==> src/rtl/csa_pkg.sv <==
package csa_pkg;

	localparam int STACK_DEPTH = 8;
	localparam int PTR_W = $clog2(STACK_DEPTH);
	// entries popped and shown by print all
	localparam int ALL_N = (STACK_DEPTH < 8) ? STACK_DEPTH : 8;
	localparam int CNT_W = $clog2(ALL_N);
	localparam logic [PTR_W-1:0] ALL_STEP = PTR_W'(ALL_N % STACK_DEPTH);
	localparam logic [PTR_W-1:0] PTR_LAST = PTR_W'(STACK_DEPTH - 1);
	localparam logic [PTR_W:0] DEPTH_W = (PTR_W + 1)'(STACK_DEPTH);

	localparam logic [4:0] OP_PUSH     = 5'd0;
	localparam logic [4:0] OP_DUP      = 5'd1;
	localparam logic [4:0] OP_DROP     = 5'd2;
	localparam logic [4:0] OP_BACK     = 5'd3;
	localparam logic [4:0] OP_SWAP     = 5'd4;
	localparam logic [4:0] OP_OVER     = 5'd5;
	localparam logic [4:0] OP_ADD      = 5'd6;
	localparam logic [4:0] OP_AND      = 5'd7;
	localparam logic [4:0] OP_OR       = 5'd8;
	localparam logic [4:0] OP_XOR      = 5'd9;
	localparam logic [4:0] OP_INVERT   = 5'd10;
	localparam logic [4:0] OP_NEGATE   = 5'd11;
	localparam logic [4:0] OP_PRINTDEC = 5'd12;
	localparam logic [4:0] OP_PRINTHEX = 5'd13;
	localparam logic [4:0] OP_ALLDEC   = 5'd14;
	localparam logic [4:0] OP_ALLHEX   = 5'd15;
	localparam logic [4:0] OP_SPEED    = 5'd16;
	localparam logic [4:0] OP_DELAY    = 5'd17;

	localparam logic [1:0] KIND_STATUS = 2'd0;
	localparam logic [1:0] KIND_DEC    = 2'd1;
	localparam logic [1:0] KIND_HEX    = 2'd2;
	localparam logic [1:0] KIND_DELAY  = 2'd3;

	localparam logic [7:0] SPEED_RESET = 8'd15;

	function automatic logic [PTR_W-1:0] ptr_inc(input logic [PTR_W-1:0] p);
		return (p == PTR_LAST) ? '0 : p + PTR_W'(1);
	endfunction

	function automatic logic [PTR_W-1:0] ptr_dec(input logic [PTR_W-1:0] p);
		return (p == '0) ? PTR_LAST : p - PTR_W'(1);
	endfunction

	// p - k modulo the depth, k below the depth
	function automatic logic [PTR_W-1:0] ptr_sub(input logic [PTR_W-1:0] p,
			input logic [PTR_W-1:0] k);
		logic [PTR_W:0] w;
		w = {1'b0, p} + ((p < k) ? DEPTH_W : '0) - {1'b0, k};
		return w[PTR_W-1:0];
	endfunction

endpackage

==> src/rtl/circular_stack_alu_core.sv <==
// Circular 16-bit data stack with a Forth word executor. Each input item carries one word
// code in s_tuser and a literal in s_tdata; the stack pointer wraps modulo the depth, so
// there is no overflow or underflow. The stack lives in a synchronous memory with two read
// ports and one write port and registered read data; every word is a read, modify, write back
// sequence followed by a read of the new top, which goes out with every result. One item
// is worked at a time: the word executes (swap then writes its second entry through the
// single write port), the new top is read and captured, and then the result is offered;
// s_tready rises again in the cycle after the last result is accepted. Print all emits
// eight results (or the depth, if smaller): each entry is read and captured before it is
// offered, and the next read starts once the result before it is accepted.
// An entry never written reads as zero through a per-entry valid bit.
module circular_stack_alu_core
	import csa_pkg::*;
(
	input  logic        clk,
	input  logic        arst_n,
	input  logic        s_tvalid,
	output logic        s_tready,
	input  logic [15:0] s_tdata,   // literal
	input  logic [4:0]  s_tuser,   // operation
	output logic        m_tvalid,
	input  logic        m_tready,
	output logic [39:0] m_tdata,   // value, top_value, speed_value
	output logic [1:0]  m_tuser,   // kind
	output logic        m_tlast
);

	localparam logic [2:0] ST_IDLE   = 3'd0;
	localparam logic [2:0] ST_EX     = 3'd1;
	localparam logic [2:0] ST_WR2    = 3'd2;
	localparam logic [2:0] ST_TRD    = 3'd3;
	localparam logic [2:0] ST_VAL    = 3'd4;
	localparam logic [2:0] ST_ALLRD  = 3'd5;
	localparam logic [2:0] ST_ALLVAL = 3'd6;
	localparam logic [2:0] ST_OUT    = 3'd7;

	logic [2:0]             state_q;
	logic [PTR_W-1:0]       p_q;
	logic [PTR_W-1:0]       rp_q;
	logic [CNT_W-1:0]       cnt_q;
	logic [7:0]             speed_q;
	logic [4:0]             op_q;
	logic [15:0]            lit_q;
	logic [15:0]            val_q;
	logic [1:0]             okind_q;
	logic [15:0]            oval_q;
	logic                   olast_q;
	logic [15:0]            top_q;

	logic [15:0]            mem [STACK_DEPTH];
	logic [STACK_DEPTH-1:0] valid_q;
	logic [15:0]            rd0_q, rd1_q;
	logic                   rv0_q, rv1_q;
	logic [PTR_W-1:0]       raddr0, raddr1;

	logic                   we;
	logic [PTR_W-1:0]       waddr;
	logic [15:0]            wdata;
	logic [PTR_W-1:0]       p_nxt;

	logic [15:0]            a, b;
	logic                   all_op;
	logic                   in_acc, out_acc;

	assign a = rv0_q ? rd0_q : '0;
	assign b = rv1_q ? rd1_q : '0;
	assign all_op = (op_q == OP_ALLDEC) || (op_q == OP_ALLHEX);
	assign in_acc = s_tvalid && s_tready;
	assign out_acc = m_tvalid && m_tready;

	assign s_tready = (state_q == ST_IDLE);
	assign m_tvalid = (state_q == ST_OUT);
	assign m_tdata  = {speed_q, top_q, oval_q};
	assign m_tuser  = okind_q;
	assign m_tlast  = olast_q;

	// read the top and the entry below, or one print all entry
	always_comb begin
		raddr0 = p_q;
		raddr1 = ptr_dec(p_q);
		if (state_q == ST_ALLRD) begin
			raddr0 = ptr_sub(rp_q, PTR_W'(cnt_q));
		end
	end

	always_ff @(posedge clk) begin
		if (we) begin
			mem[waddr] <= wdata;
		end
		rd0_q <= mem[raddr0];
		rd1_q <= mem[raddr1];
	end

	always_ff @(posedge clk or negedge arst_n) begin
		if (!arst_n) begin
			valid_q <= '0;
			rv0_q   <= 1'b0;
			rv1_q   <= 1'b0;
		end else begin
			if (we) begin
				valid_q[waddr] <= 1'b1;
			end
			rv0_q <= valid_q[raddr0];
			rv1_q <= valid_q[raddr1];
		end
	end

	// word execution, a is the top and b the entry below
	always_comb begin
		we    = 1'b0;
		waddr = p_q;
		wdata = a;
		p_nxt = p_q;
		if (state_q == ST_WR2) begin
			we    = 1'b1;
			waddr = ptr_dec(p_q);
			wdata = val_q;
		end else if (state_q == ST_EX) begin
			case (op_q)
				OP_PUSH: begin
					we = 1'b1; waddr = ptr_inc(p_q); wdata = lit_q; p_nxt = ptr_inc(p_q);
				end
				OP_DUP: begin
					we = 1'b1; waddr = ptr_inc(p_q); wdata = a; p_nxt = ptr_inc(p_q);
				end
				OP_BACK: p_nxt = ptr_inc(p_q);
				OP_SWAP: begin
					we = 1'b1; waddr = p_q; wdata = b;
				end
				OP_OVER: begin
					we = 1'b1; waddr = ptr_inc(p_q); wdata = b; p_nxt = ptr_inc(p_q);
				end
				OP_ADD: begin
					we = 1'b1; waddr = ptr_dec(p_q); wdata = a + b; p_nxt = ptr_dec(p_q);
				end
				OP_AND: begin
					we = 1'b1; waddr = ptr_dec(p_q); wdata = a & b; p_nxt = ptr_dec(p_q);
				end
				OP_OR: begin
					we = 1'b1; waddr = ptr_dec(p_q); wdata = a | b; p_nxt = ptr_dec(p_q);
				end
				OP_XOR: begin
					we = 1'b1; waddr = ptr_dec(p_q); wdata = a ^ b; p_nxt = ptr_dec(p_q);
				end
				OP_INVERT: begin
					we = 1'b1; wdata = ~a;
				end
				OP_NEGATE: begin
					we = 1'b1; wdata = 16'd0 - a;
				end
				OP_DROP, OP_PRINTDEC, OP_PRINTHEX, OP_SPEED, OP_DELAY: p_nxt = ptr_dec(p_q);
				OP_ALLDEC, OP_ALLHEX: p_nxt = ptr_sub(p_q, ALL_STEP);
				default: p_nxt = p_q;
			endcase
		end
	end

	always_ff @(posedge clk or negedge arst_n) begin
		if (!arst_n) begin
			state_q <= ST_IDLE;
			p_q     <= '0;
			rp_q    <= '0;
			cnt_q   <= '0;
			speed_q <= SPEED_RESET;
		end else begin
			case (state_q)
				ST_IDLE: begin
					if (in_acc) begin
						state_q <= ST_EX;
					end
				end
				ST_EX: begin
					p_q   <= p_nxt;
					rp_q  <= p_q;
					cnt_q <= '0;
					if (op_q == OP_SPEED) begin
						speed_q <= a[7:0];
					end
					state_q <= (op_q == OP_SWAP) ? ST_WR2 : ST_TRD;
				end
				ST_WR2:   state_q <= ST_TRD;
				ST_TRD:   state_q <= ST_VAL;
				ST_VAL:   state_q <= all_op ? ST_ALLRD : ST_OUT;
				ST_ALLRD: state_q <= ST_ALLVAL;
				ST_ALLVAL: state_q <= ST_OUT;
				ST_OUT: begin
					if (out_acc) begin
						if (all_op && (cnt_q != CNT_W'(ALL_N - 1))) begin
							cnt_q   <= cnt_q + CNT_W'(1);
							state_q <= ST_ALLRD;
						end else begin
							state_q <= ST_IDLE;
						end
					end
				end
				default: state_q <= ST_IDLE;
			endcase
		end
	end

	always_ff @(posedge clk) begin
		if (in_acc) begin
			op_q  <= s_tuser;
			lit_q <= s_tdata;
		end
		if (state_q == ST_EX) begin
			val_q <= a;
		end
		if (state_q == ST_VAL) begin
			top_q   <= a;
			olast_q <= 1'b1;
			case (op_q)
				OP_PRINTDEC: begin
					okind_q <= KIND_DEC; oval_q <= val_q;
				end
				OP_PRINTHEX: begin
					okind_q <= KIND_HEX; oval_q <= val_q;
				end
				OP_DELAY: begin
					okind_q <= KIND_DELAY; oval_q <= val_q;
				end
				default: begin
					okind_q <= KIND_STATUS; oval_q <= '0;
				end
			endcase
		end
		if (state_q == ST_ALLVAL) begin
			okind_q <= (op_q == OP_ALLDEC) ? KIND_DEC : KIND_HEX;
			oval_q  <= a;
			olast_q <= (cnt_q == CNT_W'(ALL_N - 1));
		end
	end

	a_no_overlap: assert property (@(posedge clk) disable iff (!arst_n)
		!(s_tready && m_tvalid))
		else $error("input taken while a result is pending");

	a_ptr_range: assert property (@(posedge clk) disable iff (!arst_n)
		p_q <= PTR_LAST)
		else $error("stack pointer out of range");

	a_busy_after_accept: assert property (@(posedge clk) disable iff (!arst_n)
		in_acc |=> !s_tready && !m_tvalid)
		else $error("accepted item not being executed");

	a_last_ends_item: assert property (@(posedge clk) disable iff (!arst_n)
		out_acc && m_tlast |=> s_tready)
		else $error("block not idle after final result");

	a_more_after_nonlast: assert property (@(posedge clk) disable iff (!arst_n)
		out_acc && !m_tlast |=> state_q == ST_ALLRD)
		else $error("print all stopped before final result");

endmodule

==> config.mk <==
export PLATFORM = sky130hd
export DESIGN_NAME = circular_stack_alu_core
export DESIGN_NICKNAME = d
export VERILOG_FILES = /design/src/rtl/csa_pkg.sv /design/src/rtl/circular_stack_alu_core.sv
export SDC_FILE = /design/constraint.sdc
export NUM_CORES = 1
export LEC_CHECK = 0
export BUFFER_PORTS_ARGS = -buffer_cell sky130_fd_sc_hd__buf_2
export CORE_MARGIN = 4
export CORE_UTILIZATION = 30
export CTS_CLUSTER_SIZE = 30
export DETAILED_ROUTE_END_ITERATION = 10
export HOLD_SLACK_MARGIN = 0.1
export REMOVE_ABC_BUFFERS = 1
export SLEW_MARGIN = 20
export SYNTH_ARGS = -nofsm -noshare
export SYNTH_HDL_FRONTEND = slang
export SYNTH_SLANG_ARGS = --single-unit
==> constraint.sdc <==
create_clock -name clk -period 5.7 [get_ports clk]
set_input_delay 0.855 -clock clk [delete_from_list [all_inputs] [get_ports clk]]
set_output_delay 0.855 -clock clk [all_outputs]
set_load 0.01 [all_outputs]
== Yosys cells after proc, flatten, opt, wreduce, memory -nomap -nowiden ==
Memory sizes are Yosys's and may differ from the RTL's. A register that Yosys moved wholly into a read port is not among the register bits.
Cells that the tools add are included.

* Output and inout bits: 45
* Memories kept: 1
* Register bits: 102
* Input port bits: 25
* Logic and storage cells: 128
* RAM bits: 128

* Reductions and logical operators: 23
* Mux-type cells: 41
* $lt $le $gt $ge: 4
* Bitwise gates (word level): 6
* Equal/unequal tests: 30
* $add $sub $neg: 8

{| class="wikitable"
|+ Memory list
! memory !! depth !! width !! rd ports !! clocked after Yosys merged registers in !! wr ports !! line !! text
|-
| mem || 8 || 16 || 2 || 2 || 1 || circular_stack_alu_core.sv:50 || <nowiki>logic [15:0] mem [STACK_DEPTH];</nowiki>
|}

{| class="wikitable"
|+ Operator list
! cell !! number
|-
| 16-bit one-hot mux with 8 select lines || 1
|-
| 16-bit two-way mux || 7
|-
| 5-bit by 4-bit == test with 1-bit output, second input constant || 8
|-
| 3-bit two-way mux || 10
|-
| 3-bit one-hot mux with 8 select lines || 1
|-
| 5-bit by 3-bit == test with 1-bit output, second input constant || 4
|-
| 3-bit == test, second input constant || 6
|-
| 16-bit adder || 1
|-
| 16-bit bitwise AND || 1
|-
| 16-bit inverter || 1
|-
| 16-bit bitwise OR || 1
|-
| 1-bit by 16-bit subtractor with 16-bit output, first input constant || 1
|-
| 16-bit bitwise XOR || 1
|-
| 3-bit by 4-bit less-than comparator with 1-bit output, second input constant || 3
|-
| 3-bit one-hot mux with 2 select lines || 2
|-
| 1-bit two-way mux || 11
|-
| 5-bit by 2-bit == test with 1-bit output, second input constant || 2
|-
| 5-bit == test, second input constant || 2
|-
| 10-bit OR reduction || 1
|-
| 3-bit one-hot mux with 3 select lines || 1
|-
| 9-bit OR reduction || 1
|-
| 2-bit two-way mux || 4
|-
| 8-bit bitwise OR || 1
|-
| 4-bit OR reduction || 2
|-
| other kinds (24) || 39
|}

== Depth between registers and ports, before layout ==
* Word-level depth: 10
* Depth in mapped cells: 14

== Least setup slack after synthesis ==
No wires, ideal clock.

* Path kind: register to register
* From: reg p_q[0]
* To: mem mem[2][0] (enable)
* Path buffers: 2
* Stages on the path, launching flop included: 12
* Setup slack: 2.176 ns
* Arrival time: 3.135 ns
* Path through: dfrtp_1 -> clkbuf_1 -> clkinv_1 -> clkbuf_1 -> ha_1 -> nor3_1 -> a2111oi_0 -> o21a_1 -> a311o_2 -> nor2_1 -> nand2_1 -> nor2_1

* Cells in the longest elaborated chain, start to end: 5
* Elaborated cells between the ends (all ways): 9

{| class="wikitable"
|+ RTL lines
! element !! line !! text
|-
| start, declared || circular_stack_alu_core.sv:38 || <nowiki>logic [PTR_W-1:0] p_q;</nowiki>
|-
| start signal, assigned || circular_stack_alu_core.sv:173 || <nowiki>p_q <= p_nxt;</nowiki>
|-
| 3-bit by 1-bit subtractor with 3-bit output (tied with other cells) || csa_pkg.sv:43 || <nowiki>return (p == '0) ? PTR_LAST : p - PTR_W'(1);</nowiki>
|-
| 3-bit two-way mux (on tied branches) || csa_pkg.sv:43, csa_pkg.sv:39 ||
|-
| 3-bit one-hot mux with 2 select lines || circular_stack_alu_core.sv:119 || <nowiki>case (op_q)</nowiki>
|-
| 3-bit two-way mux || circular_stack_alu_core.sv:118 || <nowiki>end else if (state_q == ST_EX) begin</nowiki>
|-
| 3-bit two-way mux (*) || circular_stack_alu_core.sv:114 || <nowiki>if (state_q == ST_WR2) begin</nowiki>
|-
| end, declared || circular_stack_alu_core.sv:50 ||
|}

Every way passes the cells marked *; elsewhere a longest branch is shown, timed or not.

== Worst setup path in the final report ==
* From: reg rv0_q
* To: mem mem[3][14], data pin

* Cells in the longest elaborated chain, start to end: 5
* Elaborated cells between the ends (all ways): 10

{| class="wikitable"
|+ RTL lines
! element !! line !! text
|-
| start, declared || circular_stack_alu_core.sv:53 || <nowiki>logic rv0_q, rv1_q;</nowiki>
|-
| start signal, assigned || circular_stack_alu_core.sv:103 || <nowiki>rv0_q <= valid_q[raddr0];</nowiki>
|-
| 16-bit two-way mux (*) || circular_stack_alu_core.sv:65 || <nowiki>assign a = rv0_q ? rd0_q : '0;</nowiki>
|-
| via a[1] || circular_stack_alu_core.sv:61 || <nowiki>logic [15:0] a, b;</nowiki>
|-
| 1-bit by 16-bit subtractor with 16-bit output / 16-bit adder (equally long branches) || circular_stack_alu_core.sv:149, circular_stack_alu_core.sv:134 ||
|-
| 16-bit one-hot mux with 8 select lines (*) || circular_stack_alu_core.sv:119 ||
|-
| 16-bit two-way mux (*) || circular_stack_alu_core.sv:118 ||
|-
| 16-bit two-way mux (*) || circular_stack_alu_core.sv:114 ||
|-
| via wdata[14] || circular_stack_alu_core.sv:58 || <nowiki>logic [15:0] wdata;</nowiki>
|}

The timed path passes the listed nets; every way through them passes the cells marked *.

==> flow_summary.ini <==
[routing]
drt_iter0_markers = 1047
num_vias = 9638
post_drt_wl_per_cell_um = 21.44
drc = 0
vias_per_cell = 5.445
first_pass_iters = 5
drt-total-wl_mm = 37.95
ant_nets = 0

[synthesis]
yosys.area.top_type = edfxtp_1
synthArstFlopShare_pct = 11.45
synth_area_mm2 = 0.01347
synth_seq_cells = 262
yosys_warnings = 0
synthFlopType = edfxtp_1
yosysMostFrequentCell = edfxtp_1
synthCells = 1098
synthTopCellsByArea = edfxtp_1, mux4_2, dfrtp_1, dfxtp_1, nand2_1
syn_area_per_cell_um2 = 12.27
ys_types = 93
ys_top_cells_by_count = edfxtp_1, nand2_1, o21ai_0, nor2_1, a21oi_1
synth_edf_count = 200
synthDominantCellAreaShare_pct = 44.57
ys_seq_area_share_pct = 54.94

[finish]
final_util_pct = 35.01
multiInputGateArea_mm2 = 0.005667
diodes = 0
drive_gt1_share_pct = 22.07
layout.nets = 1210
register_area_mm2 = 0.007402
fill_cells = 4369
syn_to_final_growth_pct = 15.15

[global_route]
grt_pass1_vias = 9514
track_usage_pct = 15.40
grt_pass1_wl_mm = 57.47
gr-total-overflow = 0
antenna_found_initial = 0
grt_max_degree = 43

[power_and_ir_drop]
power_leakage_nw = 5.413
p_per_area_mw_per_mm2 = 559.6
ir_drop_mv = 0.2426

[clock_tree]
cts.path.max_buffers = 3
cts.htree.levels = 1
cts-resized-gates = 0
clkTransAtPathRegs_ns = 0.06
clkLatencyLatePin_ns = 0.56
cts_sinks = 262
cts_inserted_buffers = 28
cts_hold_buffers = 0
cts_tree = built
cts_setup_buffers = 0
clockRootBuffer = clkbuf_16

[critical_path]
slowest_stage = dfrtp_1
critPathMaxStageDelay_ns = 0.76
cp.required_ns = 5.98
path_max_fanout = 18
worst_setup_path_start_kind = flip-flop
cp.depth = 11
cp_top_family = compound AO/OA/AOI/OAI gates
r2r_cells = 11
path_cells = and2_1 -> inv_1 -> ha_1 -> ha_1 -> a41oi_1 -> nor3b_1 -> a211oi_1 -> or3_1 -> a21oi_1 -> mux2_2 -> a21oi_1
crit_buf_inv = 1
crit_path_end_kind = flip-flop
critical_path_class = flip-flop to flip-flop
crit_arrival_ns = 4.31

[flow_run]
maxCapViolations = 0

[floorplanning]
die-area_mm2 = 0.04837
start_util_pct = 30.40
pin_count = 70
rows = 77
die_w_um = 219.9
fp.coreArea_mm2 = 0.04432
chipHeight_um = 219.9

[timing]
min_period_ns = 4.033
fmax_ghz = 0.2480
worst_slew_pin_slew_ns = 1.097
finalHoldViolations = 0
drv_slew = 0
finalCritPeriodShare_pct = 70.75
rsz0062_at_grt = false
finalSetupTns_ns = 0
setup_viol = 0
skew_ns = 0.02290
slew_headroom_pct = 26.12

[place]
port_buffers = 69
gp_congestion = 0.9577
dp_hpwl_mm = 26.03

[status]
status = completed

[hold_path]
hold_path.class = input pin to asynchronous set/reset pin
worst paths after layout:
check	from	end	slack, ns
max	rv0_q	mem[3][14]	1.67
min	arst_n	valid_q[6]	0.42
max reg2reg	rv0_q	mem[3][14]	1.67
min reg2reg	valid_q[0]	valid_q[0]	0.50
max in group asynchronous	arst_n	rv1_q	4.73
min in group clk	s_tdata[2]	lit_q[2]	0.47
layout make-up:
cell class	count	area share (%)
timing repair buffer	95	3.484
clock inverter	19	1.830
tap	592	4.774
sequential	262	47.71
multi-input combinational	731	36.52
inverter	38	0.9193
clock buffer	33	4.766
kinds of logic (layout without fill, tap and decap cells):
group	Yosys count	after routing	share of synthesized area, %
adder cells (fa/ha/maj)	34	34	3.120
AND/OR/NAND/NOR	278	278	10.04
buffers and inverters	105	185	3.399
multiplexers	86	86	11.37
XOR/XNOR	25	25	1.681
AO/OA/AOI/OAI	308	308	15.46
flip-flops	262	262	54.94
per-layer routing:
| layer | vias up | wire [um] | track usage, % |
|---|---|---|---|
| li1 | 4387 | - | - |
| met1 | 4710 | 15920 | 20.83 |
| met2 | 439 | 17790 | 25.02 |
| met3 | 102 | 2806 | 1.972 |
| met4 | 0 | 1427 | 6.427 |
| met5 | - | 0 | 0 |
placed cells by master, fill, tap and decap left out, types with 26 or more instances in the layout:
cell	instances
a21oi_1	51
buf_2	69
buf_4	26
clkbuf_16	28
dfrtp_1	26
dfxtp_1	32
edfxtp_1	200
ha_1	28
inv_1	35
mux2_2	26
mux4_2	51
nand2_1	109
nor2_1	54
o21ai_0	68
registers in the layout, indices dropped and copies added (netlist names), 16 cells and up:
signal / cells
top_q: 16
rd1_q: 16
rd0_q: 16
val_q: 16
oval_q: 16
mem: 128
lit_q: 16
power by group:
| group | switching [mW] | internal (mW) |
|---|---|---|
| clock network | 0.779 | 1.21 |
| registers | 0.396 | 2.70 |
| logic | 2.16 | 1.44 |
per-stage QoR:
| stage | instance area [um2] | setup WS, ns | total power [mW] | std cells | hold slack, ns |
|---|---|---|---|---|---|
| final | 15520 | 1.667 | 8.683 | 1770 | 0.4173 |
| after global routing | 15520 | 1.340 | 9.187 | 1770 | 0.4577 |
| after CTS | 15510 | 1.686 | 8.705 | 1770 | 0.4327 |
| after detailed placement | 14490 | 1.753 | 6.691 | 1718 | 0.4841 |
| after global placement | 14490 | 1.879 | 6.655 | 1718 | 0.4825 |
| after floorplan | 13160 | 1.159 | 5.523 | 1031 | 0.4518 |
(Power assumes the default switching activity.)
